<file path="src/hw/rtl/tpt_pkg.sv">
// Shared types and constants for the TLB and page-table translator.
// Depends on nothing; the top level refers to it by scoped names.
`default_nettype none

package tpt_pkg;

   // Fixed widths of the request and response fields.
   localparam int unsigned PAGE_NUMBER_W = 8;
   localparam int unsigned PAGE_OFFSET_W = 8;
   localparam int unsigned PHYS_ADDR_W   = 16;
   localparam int unsigned STATUS_W      = 2;

   // Number of distinct values an 8-bit request field can carry.
   localparam int unsigned FIELD_VALUES  = 256;

   // Width of the product used to form the physical address.
   localparam int unsigned PRODUCT_W     = 32;

   typedef enum logic [STATUS_W-1:0] {
      ST_TLB_HIT   = 2'd0,
      ST_TABLE_HIT = 2'd1,
      ST_FAULT     = 2'd2
   } status_type;

endpackage

`default_nettype wire

</file>
<file path="src/hw/rtl/tpt_tlb.sv">
// Fully associative TLB with FIFO replacement, held in flip-flops.
// Depends on no package; widths come from the parent's parameters.
`default_nettype none

module tpt_tlb #(
   parameter int unsigned DEPTH = 16,
   parameter int unsigned TIW   = 8,
   parameter int unsigned FW    = 8
) (
   input  wire logic           clock,
   input  wire logic           reset,
   input  wire logic [TIW-1:0] lookup_page,
   output logic                hit,
   output logic [FW-1:0]       hit_frame,
   input  wire logic           fill_en,
   input  wire logic [TIW-1:0] fill_page,
   input  wire logic [FW-1:0]  fill_frame
);

   localparam int unsigned IW = $clog2(DEPTH);

   logic [DEPTH-1:0] valid_ff, valid_in;
   logic [TIW-1:0]   page_ff  [DEPTH];
   logic [TIW-1:0]   page_in  [DEPTH];
   logic [FW-1:0]    frame_ff [DEPTH];
   logic [FW-1:0]    frame_in [DEPTH];

   logic             any_free;
   logic [IW-1:0]    free_idx;

   // Lowest-numbered matching slot wins.
   always_comb begin
      hit       = 1'b0;
      hit_frame = '0;
      for (int k = DEPTH - 1; k >= 0; k--) begin
         if (valid_ff[k] && (page_ff[k] == lookup_page)) begin
            hit       = 1'b1;
            hit_frame = frame_ff[k];
         end
      end
   end

   always_comb begin
      any_free = 1'b0;
      free_idx = '0;
      for (int k = DEPTH - 1; k >= 0; k--) begin
         if (!valid_ff[k]) begin
            any_free = 1'b1;
            free_idx = IW'(k);
         end
      end
   end

   // Fill into the first empty slot, or shift everything up one place and
   // put the new entry at slot 0 when the TLB is full.
   always_comb begin
      valid_in = valid_ff;
      page_in  = page_ff;
      frame_in = frame_ff;
      if (fill_en) begin
         if (any_free) begin
            valid_in[free_idx] = 1'b1;
            page_in[free_idx]  = fill_page;
            frame_in[free_idx] = fill_frame;
         end else begin
            for (int k = DEPTH - 1; k > 0; k--) begin
               valid_in[k] = valid_ff[k-1];
               page_in[k]  = page_ff[k-1];
               frame_in[k] = frame_ff[k-1];
            end
            valid_in[0] = 1'b1;
            page_in[0]  = fill_page;
            frame_in[0] = fill_frame;
         end
      end
   end

   always_ff @(posedge clock) begin
      if (reset) begin
         valid_ff <= '0;
      end else begin
         valid_ff <= valid_in;
      end
   end

   always_ff @(posedge clock) begin
      page_ff  <= page_in;
      frame_ff <= frame_in;
   end

   a_fill_sets_slot0 : assert property (@(posedge clock) disable iff (reset)
      fill_en |=> valid_ff[0])
      else $error("TLB slot 0 not valid after a fill");

   a_no_fill_on_hit : assert property (@(posedge clock) disable iff (reset)
      fill_en |-> !hit)
      else $error("TLB fill requested for a page that already hits");

endmodule

`default_nettype wire

</file>
<file path="src/hw/rtl/tpt_table.sv">
// Page table: frame memory with registered read, valid flags in flip-flops,
// write bypass and the free-frame allocator. Depends on no package.
`default_nettype none

module tpt_table #(
   parameter int unsigned ENTRIES     = 256,
   parameter int unsigned TIW         = 8,
   parameter int unsigned FW          = 8,
   parameter int unsigned FRAME_COUNT = 256
) (
   input  wire logic           clock,
   input  wire logic           reset,
   input  wire logic [TIW-1:0] rd_page,
   input  wire logic [TIW-1:0] lookup_page,
   input  wire logic           wr_en,
   output logic                entry_valid,
   output logic [FW-1:0]       entry_frame,
   output logic [FW-1:0]       alloc_frame
);

   localparam int unsigned NFW = $clog2(FRAME_COUNT + 1);

   logic [ENTRIES-1:0] valid_ff, valid_in;
   logic [FW-1:0]      frame_mem_ff [ENTRIES];
   logic [FW-1:0]      rd_data_ff;
   logic               byp_ff, byp_in;
   logic [FW-1:0]      byp_frame_ff;
   logic [NFW-1:0]     next_free_ff, next_free_in;
   logic               frames_gone;

   assign frames_gone = (next_free_ff >= NFW'(FRAME_COUNT));
   assign alloc_frame = frames_gone ? FW'(FRAME_COUNT - 1) : next_free_ff[FW-1:0];

   always_comb begin
      valid_in     = valid_ff;
      next_free_in = next_free_ff;
      if (wr_en) begin
         valid_in[lookup_page] = 1'b1;
         if (!frames_gone) begin
            next_free_in = next_free_ff + NFW'(1);
         end
      end
   end

   // The read for the next lookup happens at the same edge as this write,
   // so a write to the same page is forwarded around the memory.
   assign byp_in      = wr_en && (rd_page == lookup_page);
   assign entry_valid = valid_ff[lookup_page];
   assign entry_frame = byp_ff ? byp_frame_ff : rd_data_ff;

   always_ff @(posedge clock) begin
      if (reset) begin
         valid_ff     <= '0;
         next_free_ff <= '0;
         byp_ff       <= 1'b0;
      end else begin
         valid_ff     <= valid_in;
         next_free_ff <= next_free_in;
         byp_ff       <= byp_in;
      end
   end

   always_ff @(posedge clock) begin
      if (wr_en) begin
         frame_mem_ff[lookup_page] <= alloc_frame;
      end
      rd_data_ff   <= frame_mem_ff[rd_page];
      byp_frame_ff <= alloc_frame;
   end

   a_write_sets_valid : assert property (@(posedge clock) disable iff (reset)
      wr_en |=> valid_ff[$past(lookup_page)])
      else $error("page table entry not valid after a fault");

   a_alloc_monotonic : assert property (@(posedge clock) disable iff (reset)
      !$past(reset) |-> next_free_ff >= $past(next_free_ff))
      else $error("free-frame counter went backwards");

endmodule

`default_nettype wire

</file>
<file path="src/hw/rtl/tlb_page_table_translator.sv">
// Top level of the TLB and page-table address translator.
// Depends on tpt_pkg, tpt_tlb and tpt_table.
`default_nettype none

// A virtual page number and offset are taken when start is high and busy is
// low; busy never rises, so one request beat can be taken on every clock.
// Each request produces exactly one response beat, shown on the rsp_ ports
// with rsp_valid high for a single cycle, where the beat is taken, once the
// request has passed the request and response registers in that order:
// the request edge loads the request register and starts the page-table
// memory read, the next edge loads the response register and updates the TLB,
// the page-table flags and the free-frame counter. The receiver cannot hold
// responses off, so the sustained rate is one translation per cycle. The
// status is a TLB hit, a page-table hit (the mapping is copied into the TLB,
// first empty slot or FIFO shift into slot 0) or a page fault, which takes
// the next free frame, saturating at the last frame, and leaves the TLB
// alone. Valid flags clear at reset; there is no memory clearing pass.
module tlb_page_table_translator #(
   parameter int unsigned TLB_DEPTH   = 16,
   parameter int unsigned PAGE_COUNT  = 256,
   parameter int unsigned FRAME_COUNT = 256,
   parameter int unsigned PAGE_BYTES  = 256
) (
   input  wire logic                               clock,
   input  wire logic                               reset,
   input  wire logic                               start,
   output logic                                    busy,
   input  wire logic [tpt_pkg::PAGE_NUMBER_W-1:0]  req_page_number,
   input  wire logic [tpt_pkg::PAGE_OFFSET_W-1:0]  req_page_offset,
   output logic                                    rsp_valid,
   output logic [tpt_pkg::PHYS_ADDR_W-1:0]         rsp_physical_address,
   output logic [tpt_pkg::STATUS_W-1:0]            rsp_status
);

   // Only the first FIELD_VALUES pages are reachable from an 8-bit page number.
   localparam int unsigned TBL_ENTRIES = (PAGE_COUNT < tpt_pkg::FIELD_VALUES) ?
                                         PAGE_COUNT : tpt_pkg::FIELD_VALUES;
   localparam int unsigned TIW = $clog2(TBL_ENTRIES);
   localparam int unsigned FW  = $clog2(FRAME_COUNT);
   localparam int unsigned OW  = tpt_pkg::PAGE_OFFSET_W;
   localparam int unsigned PW  = tpt_pkg::PRODUCT_W;

   logic                 accept;

   // Constant tables that reduce the page number and offset to their ranges.
   logic [TIW-1:0]       page_lut [tpt_pkg::FIELD_VALUES];
   logic [OW-1:0]        off_lut  [tpt_pkg::FIELD_VALUES];
   logic [TIW-1:0]       req_page;

   // Request register.
   logic                 s1_valid_ff;
   logic [TIW-1:0]       s1_page_ff;
   logic [OW-1:0]        s1_off_ff;

   logic                 tlb_hit;
   logic [FW-1:0]        tlb_frame;
   logic                 tbl_valid;
   logic [FW-1:0]        tbl_frame;
   logic [FW-1:0]        alloc_frame;
   logic                 fill_en;
   logic                 fault_en;
   logic [FW-1:0]        frame;
   tpt_pkg::status_type  status;
   logic [PW-1:0]        addr_wide;

   // Response register.
   logic                                 rsp_valid_ff;
   logic [tpt_pkg::PHYS_ADDR_W-1:0]      rsp_addr_ff, rsp_addr_in;
   tpt_pkg::status_type                  rsp_status_ff;

   for (genvar g = 0; g < tpt_pkg::FIELD_VALUES; g++) begin : g_lut
      assign page_lut[g] = TIW'(g % TBL_ENTRIES);
      assign off_lut[g]  = OW'(g % PAGE_BYTES);
   end

   assign busy     = 1'b0;
   assign accept   = start && !busy;
   assign req_page = page_lut[req_page_number];

   always_ff @(posedge clock) begin
      if (reset) begin
         s1_valid_ff <= 1'b0;
      end else begin
         s1_valid_ff <= accept;
      end
   end

   always_ff @(posedge clock) begin
      s1_page_ff <= req_page;
      s1_off_ff  <= off_lut[req_page_offset];
   end

   tpt_tlb #(
      .DEPTH (TLB_DEPTH),
      .TIW   (TIW),
      .FW    (FW)
   ) u_tlb (
      .clock       (clock),
      .reset       (reset),
      .lookup_page (s1_page_ff),
      .hit         (tlb_hit),
      .hit_frame   (tlb_frame),
      .fill_en     (fill_en),
      .fill_page   (s1_page_ff),
      .fill_frame  (tbl_frame)
   );

   // The memory read is issued for the incoming request every cycle; its
   // data is used only when that request was actually taken.
   tpt_table #(
      .ENTRIES     (TBL_ENTRIES),
      .TIW         (TIW),
      .FW          (FW),
      .FRAME_COUNT (FRAME_COUNT)
   ) u_table (
      .clock       (clock),
      .reset       (reset),
      .rd_page     (req_page),
      .lookup_page (s1_page_ff),
      .wr_en       (fault_en),
      .entry_valid (tbl_valid),
      .entry_frame (tbl_frame),
      .alloc_frame (alloc_frame)
   );

   // A TLB hit wins; otherwise a valid page-table entry is used and copied
   // into the TLB; otherwise the page faults and takes a fresh frame.
   always_comb begin
      if (tlb_hit) begin
         frame  = tlb_frame;
         status = tpt_pkg::ST_TLB_HIT;
      end else if (tbl_valid) begin
         frame  = tbl_frame;
         status = tpt_pkg::ST_TABLE_HIT;
      end else begin
         frame  = alloc_frame;
         status = tpt_pkg::ST_FAULT;
      end
   end

   assign fill_en  = s1_valid_ff && !tlb_hit && tbl_valid;
   assign fault_en = s1_valid_ff && !tlb_hit && !tbl_valid;

   // The address keeps only its low bits, as the response field is fixed.
   assign addr_wide   = PW'(frame) * PW'(PAGE_BYTES) + PW'(s1_off_ff);
   assign rsp_addr_in = addr_wide[tpt_pkg::PHYS_ADDR_W-1:0];

   always_ff @(posedge clock) begin
      if (reset) begin
         rsp_valid_ff <= 1'b0;
      end else begin
         rsp_valid_ff <= s1_valid_ff;
      end
   end

   always_ff @(posedge clock) begin
      rsp_addr_ff   <= rsp_addr_in;
      rsp_status_ff <= status;
   end

   assign rsp_valid            = rsp_valid_ff;
   assign rsp_physical_address = rsp_addr_ff;
   assign rsp_status           = rsp_status_ff;

   // Every response beat comes from an earlier request beat, carried through the request and response registers.
   a_rsp_follows_req : assert property (@(posedge clock) disable iff (reset)
      rsp_valid |-> $past(accept, 2))
      else $error("response beat without a matching request beat");

   // The TLB is only filled from the page table, and page-table entries are
   // never dropped, so a TLB hit always has a valid page-table entry behind it.
   a_tlb_backed_by_table : assert property (@(posedge clock) disable iff (reset)
      (s1_valid_ff && tlb_hit) |-> tbl_valid)
      else $error("TLB holds a page that the page table does not map");

endmodule

`default_nettype wire
</file>
<file path="config.mk">
export PLATFORM = sky130hd
export DESIGN_NAME = tlb_page_table_translator
export DESIGN_NICKNAME = d
export VERILOG_FILES = /design/src/hw/rtl/tpt_pkg.sv /design/src/hw/rtl/tpt_tlb.sv /design/src/hw/rtl/tpt_table.sv /design/src/hw/rtl/tlb_page_table_translator.sv
export SDC_FILE = /design/constraint.sdc
export NUM_CORES = 2
export LEC_CHECK = 0
export ABC_AREA = 1
export BUFFER_PORTS_ARGS = -buffer_cell sky130_fd_sc_hd__clkbuf_2
export CORE_ASPECT_RATIO = 1.75
export CORE_UTILIZATION = 40
export CTS_CLUSTER_SIZE = 40
export DETAILED_ROUTE_END_ITERATION = 10
export SLEW_MARGIN = 10
export SYNTH_ARGS = -nofsm -noshare
export SYNTH_HDL_FRONTEND = slang
export SYNTH_HIERARCHICAL = 1
export SYNTH_SLANG_ARGS = --single-unit
export TNS_END_PERCENT = 50
</file>
<file path="constraint.sdc">
create_clock -name clock -period 7.64 [get_ports clock]
set_clock_uncertainty 0.1 [all_clocks]
set_input_delay 1.528 -clock clock [delete_from_list [all_inputs] [get_ports clock]]
set_output_delay 1.528 -clock clock [all_outputs]
set_load 0.1 [all_outputs]
</file>
Word-level counts from Yosys, hierarchy flattened. Memories as Yosys holds them, arrays and structs flattened. A register that Yosys moved wholly into a read port is not among the register bits. Cells that the tools add are included.

Register bits: 574. Memory bits (writable): 2048. Bits in read-only memories: 4096. Input bits: 19. Output and inout bits: 20. Logic and storage cells: 190. Memories: 3.

Add/sub/neg operators: 2. $lt $le $gt $ge: 8. Equality and inequality tests: 17. Multiplexer cells: 86. Bitwise gates (word level): 6. Reductions and logical operators: 26.

Memories: (no name shown) (words 256, bits a word 8, read ports 1, clocked after memory_dff 1, write ports 0, line tlb_page_table_translator.sv:90) `s1_off_ff <= off_lut[req_page_offset];`; (no name shown) (words 256, bits a word 8, read ports 1, clocked after memory_dff 0, write ports 0, line tlb_page_table_translator.sv:78) `assign req_page = page_lut[req_page_number];`; u_table.frame_mem_ff (words 256, bits a word 8, read ports 1, clocked after memory_dff 1, write ports 1, line tpt_table.sv:24) `logic [FW-1:0] frame_mem_ff [ENTRIES];`.

Operators by type and width (number): $bwmux W128 (2); $mux W128 (2); $or A256 B256 Y256 (1); $mux W8 (23); $eq A8 B8 Y1 (17); $mux W4 (16); $mux W1 (37); $demux W8 S4 (1); $logic_and A1 B1 Y1 (23); $ge A9 B9 Y1 const B (2); $not A8 Y9 (2); $add A16 B8 Y16 (1); $mux W16 (1); $or A16 B16 Y16 (1); $add A9 B1 Y9 const B (1); $lt A8 B9 Y1 const B (1); $bmux W1 S8 (1); $demux W1 S8 (1); $ge A8 B1 Y1 const B (1); $ge A5 B5 Y1 const B (1); $lt A4 B5 Y1 const B (1); $lt A5 B1 Y1 const B (1); $not A4 Y5 (1); $demux W1 S4 (1); 5 further kinds (6).

Longest topological paths before layout.
Word-level depth: 23. Mapped depth: 27.

Modules after synthesis. Netlist, hierarchy kept.

By module, submodules not included: tpt_table (instances 1, cells an instance 8541, area an instance 94244.1 um^2, seq. area each 67144.4 um^2); tpt_tlb (instances 1, cells an instance 1664, area an instance 15103.2 um^2, seq. area each 8007.7 um^2); tlb_page_table_translator (instances 1, cells an instance 82, area an instance 937.1 um^2, seq. area each 720.7 um^2).

Worst setup path after synthesis. OpenSTA, ideal clock, no wires.

Path type: reg-to-reg. From: reg u_table.next_free_ff[8]. To: mem u_table.frame_mem_ff[0][7] (data pin). Setup time: 0.830 ns. Arrival time: 3.549 ns. Data required time: 6.710 ns. Path slack: 3.161 ns. Cell stages (with the launch flop): 3. Cell sequence: dfxtp_1 -> inv_1 -> nand2_1.

Longest elaborated chain between the ends: 2.

Ends and longest elaborated chain: from (decl) (line tpt_table.sv:28) `logic [NFW-1:0] next_free_ff, next_free_in;`; from (signal assigned) (line tpt_table.sv:58) `next_free_ff <= next_free_in;`; $ge A9 B9 Y1 (line tpt_table.sv:31) `assign frames_gone = (next_free_ff >= NFW'(FRAME_COUNT));`; $mux W8 (line tpt_table.sv:32) `assign alloc_frame = frames_gone ? FW'(FRAME_COUNT - 1) : next_free_ff[FW-1:0];`; named net alloc_frame[7] (line tlb_page_table_translator.sv:59) `logic [FW-1:0] alloc_frame;`; to (decl) (line tpt_table.sv:24).

The timed path passes the listed nets, and every way through them passes these cells.

Worst setup path after layout.
From: reg s1_page_ff[1]. To: mem u_table.frame_mem_ff[166][4] (enable).

Longest elaborated chain between the ends: 23. Elaborated cells between the ends (all ways): 56. Classes of those cells: eq/ne: 16; mux: 20; reduce/logical: 20.

Ends and longest elaborated chain: from (decl) (line tlb_page_table_translator.sv:52) `logic [TIW-1:0] s1_page_ff;`; from (signal assigned) (line tlb_page_table_translator.sv:89) `s1_page_ff <= req_page;`; $eq A8 B8 Y1 (line tpt_tlb.sv:36) `if (valid_ff[k] && (page_ff[k] == lookup_page)) begin`; $logic_and A1 B1 Y1 (line tpt_tlb.sv:36); $mux W1 (15 in a row) (line tpt_tlb.sv:36); $mux W1 * (line tpt_tlb.sv:36); named net tlb_hit (line tlb_page_table_translator.sv:55) `logic tlb_hit;`; $logic_not A1 Y1 * (line tlb_page_table_translator.sv:142) `assign fault_en = s1_valid_ff && !tlb_hit && !tbl_valid;`; $logic_and A1 B1 Y1 * (2 in a row) (line tlb_page_table_translator.sv:142); named net fault_en (line tlb_page_table_translator.sv:61) `logic fault_en;`; $mux W1 * (line tpt_table.sv:64) `if (wr_en) begin`; $mux W1 (not written as such) * (line tpt_table.sv:65) `frame_mem_ff[lookup_page] <= alloc_frame;`.

Mark *: on every way through the listed nets, which the timed path passes. The rest lies on a longest branch. The select of a mux whose other input is x is not followed.

==> out/qor.csv <==
metric,value,unit
status,"finished, violations left",
failing checks,max-slew violations,
number of max-cap violations,0,
Yosys warnings,6,
WL/cell,25.6,um
top post-synthesis cells by area,"edfxtp_1 (63%), nand2_1 (9.8%), nand3_1 (9.7%), dfxtp_1 (6.1%), nor2_1 (3.0%)",
worst endpoint data arrival time,6.99,ns
Multi-input gate area,0.0296,sq mm
Post-synth top cells,"nand2_1 (2868), edfxtp_1 (2304), nand3_1 (2148)",
top cell type's share of synthesized area,62.7,%
row count,254,
P_sw,6610,uW
global-route wire length before repair,511,mm
Worst Hold End,rsp_physical_address[2],
final hold vios,0,
reg-to-reg startpoint,s1_page_ff[1],
Final Total Pwr,29000,uW
Area Growth Syn to Fin,9.53,%
die height,697,um
Tmin final,6.58,ns
Bufs on Longest Clock Path,4,
Vias/cell,5.64,
R2R setup slack,1.06,ns
Port Buffers,37,
Num CTS Buffers,227,
Global Route Usage Sum,25.0,%
total gr overflow,0,
antenna-violating nets left,0,
post-synth net total,10300,
final instance count without filler cells,13800,
Main synth FF type,edfxtp_1,
Cell Pwr Density,240,mW/mm^2
final slew viol count,21,
Worst Tran Pin Value,1.54,ns
Pint,22400,uW
Min-Delay Startpoint,s1_off_ff[2],
Min-Delay Path Class,reg2reg,
final instance area,0.121,sq mm
setup violation total in the final timing report,0,
max_slew headroom,-2.41,%
Seq pwr share,53.6,%
Clk network pwr share,40.9,%
die footprint,0.278,sq mm
worst-skew pair later-pin latency,0.91,ns
Final TNS setup,0,ns
# H-tree levels,4,
Iter 0 DRT Violations,8495,
Detailed Place HPWL,219,mm
CTS tree,yes,
largest net degree at the start of global routing,230,
share of post-route cells with drive strength above 1,7.66,%
fin crit share,86.1,%
critical-path maximum fanout,64,
Worst path top cell family by delay,simple AND/OR/NAND/NOR gates,
Worst Hold Depth,0,
Crit Path Category,reg2reg,
slowest CP cell,nor2_1,
synthesized instance count,10300,
register area share after synthesis,68.8,%
"FFs w/ async S/R, synth",0,%
endpoint class of the critical path,flop,
worst r2r path cells,16,
CP Launch Type,flop,
post-cts gate resize count,0,
Crit path largest cell delay,0.72,ns
TritonRoute pass-1 iters,8,
# Post-CTS Setup Buffers,0,
Gate power share,5.5,%
Fillers,25500,
# clock sinks,2638,
f_max,0.152,GHz
CP cell instances,"buf_12, inv_2, o22ai_1, nor2_1, nand4_2, inv_1, nor2_1, nand3_1, nor3_1, nand4_1, buf_4, nor3_1, inv_1, nor3_1, inv_1, nor2_1",
Placer Congestion,0.917,
Buf/Inv on CP,6,
most frequent cell after synthesis,nand2_1,
vias in the first global route,75800,
post-placement cell count,13400,
synthesized area,0.110,sq mm
drt total wl,355,mm
Sequential Area,0.0759,sq mm
die width,399,um
nets@finish,10100,
WP data required,8.05,ns
maximum vdd ir drop,0.000232,V
Reg2Reg Capture Point,u_table/frame_mem_ff[166][4],
Leak,0.0448,uW
Vias,78100,
Initial Utilization,40.3,%
DP Area,0.113,sq mm
Root Driver,clkbuf_16,
Syn Area/Cell,10.7,sq um
DRC errors left,0,
cell taking the most area after synthesis,edfxtp_1,
"Hold-fix buffers, CTS",0,
initial antenna violation count,6,
IO Pins,39,
"Core Util, Final",44.1,%
"Clk pin slew, worst setup/hold paths",0.07,ns
core area,0.274,sq mm
switch share,22.8,%
Yosys reg bits,2638,
number of distinct library cells after synthesis,56,
Post-synth EDFFs,2304,
RSZ-0062 raised after global routing,false,
[placed cells by master (no fill, tap or decap), types with 19 or more instances in the layout]
master,instances
xor2_1,19
clkinv_1,25
clkbuf_2,31
nand2_1,2862
dfxtp_1,332
o22ai_1,247
buf_12,25
clkbuf_16,227
nand3_1,2147
clkinv_2,44
nor2_2,78
inv_2,45
nor2_4,25
nor2_1,874
buf_4,124
a21oi_1,53
clkbuf_1,38
inv_1,379
clkbuf_8,29
nand4_1,26
edfxtp_1,2304
bufinv_16,22
o21ai_0,66
nor3_1,25
[metal layers]
layer  track usage, %  part of all wire, %
met2             43.3                   50
met1             28.1                   35
met3             3.22                  7.0
met5                0                    0
met4             18.4                  8.3
[worst register-to-register path, stage by stage (launching register included)]
cell and delay (ns):
dfxtp_4 0.60, buf_12 0.41, inv_2 0.53, o22ai_1 0.28, nor2_1 0.08, nand4_2 0.34, inv_1 0.16, nor2_1 0.12
nand3_1 0.21, nor3_1 0.30, nand4_1 0.16, buf_4 0.24, nor3_1 0.35, inv_1 0.49, nor3_1 0.61, inv_1 0.49
nor2_1 0.73
[registers in the layout, indices dropped and copies added, names as in the netlist, 8 cells and up]
name and count:
u_table/rd_data_ff 8, u_tlb/frame_ff 128, s1_off_ff 8, u_table/next_free_ff 9, u_tlb/page_ff 128, u_table/frame_mem_ff 2048
u_tlb/valid_ff 16, u_table/valid_ff 256, rsp_physical_address 16, u_table/byp_frame_ff 8, s1_page_ff 8
[worst max-delay path by stage]
stage,end,startpoint,cells past startpoint
after detailed placement,u_table/frame_mem_ff[166][4],s1_page_ff[1],16
after global placement,u_table/frame_mem_ff[162][1],s1_page_ff[1],16
after global routing,u_table/frame_mem_ff[166][5],s1_page_ff[1],16
after floorplan,u_table/frame_mem_ff[0][7],u_table/next_free_ff[8],2
after CTS,u_table/frame_mem_ff[166][5],s1_page_ff[1],16
final,u_table/frame_mem_ff[166][4],s1_page_ff[1],16
[through the flow]
step | hold WS (ns) | setup slack (ns)
floorplan | 0.210 | 3.16
global placement | 0.210 | 1.37
detailed placement | 0.212 | 1.22
CTS | 0.229 | 1.20
global route | 0.234 | 0.957
finish | 0.227 | 1.06
[kinds of logic after synthesis]
| group | count (synthesis) | synth area share, % |
|---|---|---|
| xor gates and xnor gates | 33 | 0.262 |
| and+or+nand+nor | 6092 | 23.8 |
| AOI/OAI and AO/OA | 444 | 2.56 |
| DFF | 2638 | 68.8 |
| muxes | 8 | 0.0817 |
| buffers and inverters | 1070 | 4.46 |
| other | 1 | 0.00340 |
| adders and majority gates | 1 | 0.0113 |
[power groups by stage]
stage / clock network [uW] / registers, uW / logic (uW)
after floorplan: 0 / 15900 / 921
after global placement: 0 / 15800 / 1550
after detailed placement: 0 / 15800 / 1560
after CTS: 12000 / 15500 / 1560
after global routing: 12500 / 15500 / 1660
final: 11800 / 15500 / 1600
[cell type report]
cell class	count	area share, %
flip-flops and latches	2638	62.8
multi-input cells	6579	24.5
clock buffers	294	5.15
well taps	3584	3.71
inverters	435	1.40
repair buffers	185	1.37
clock inverters	123	1.06
diodes	5	0.0104
(Power assumes the default switching activity.)
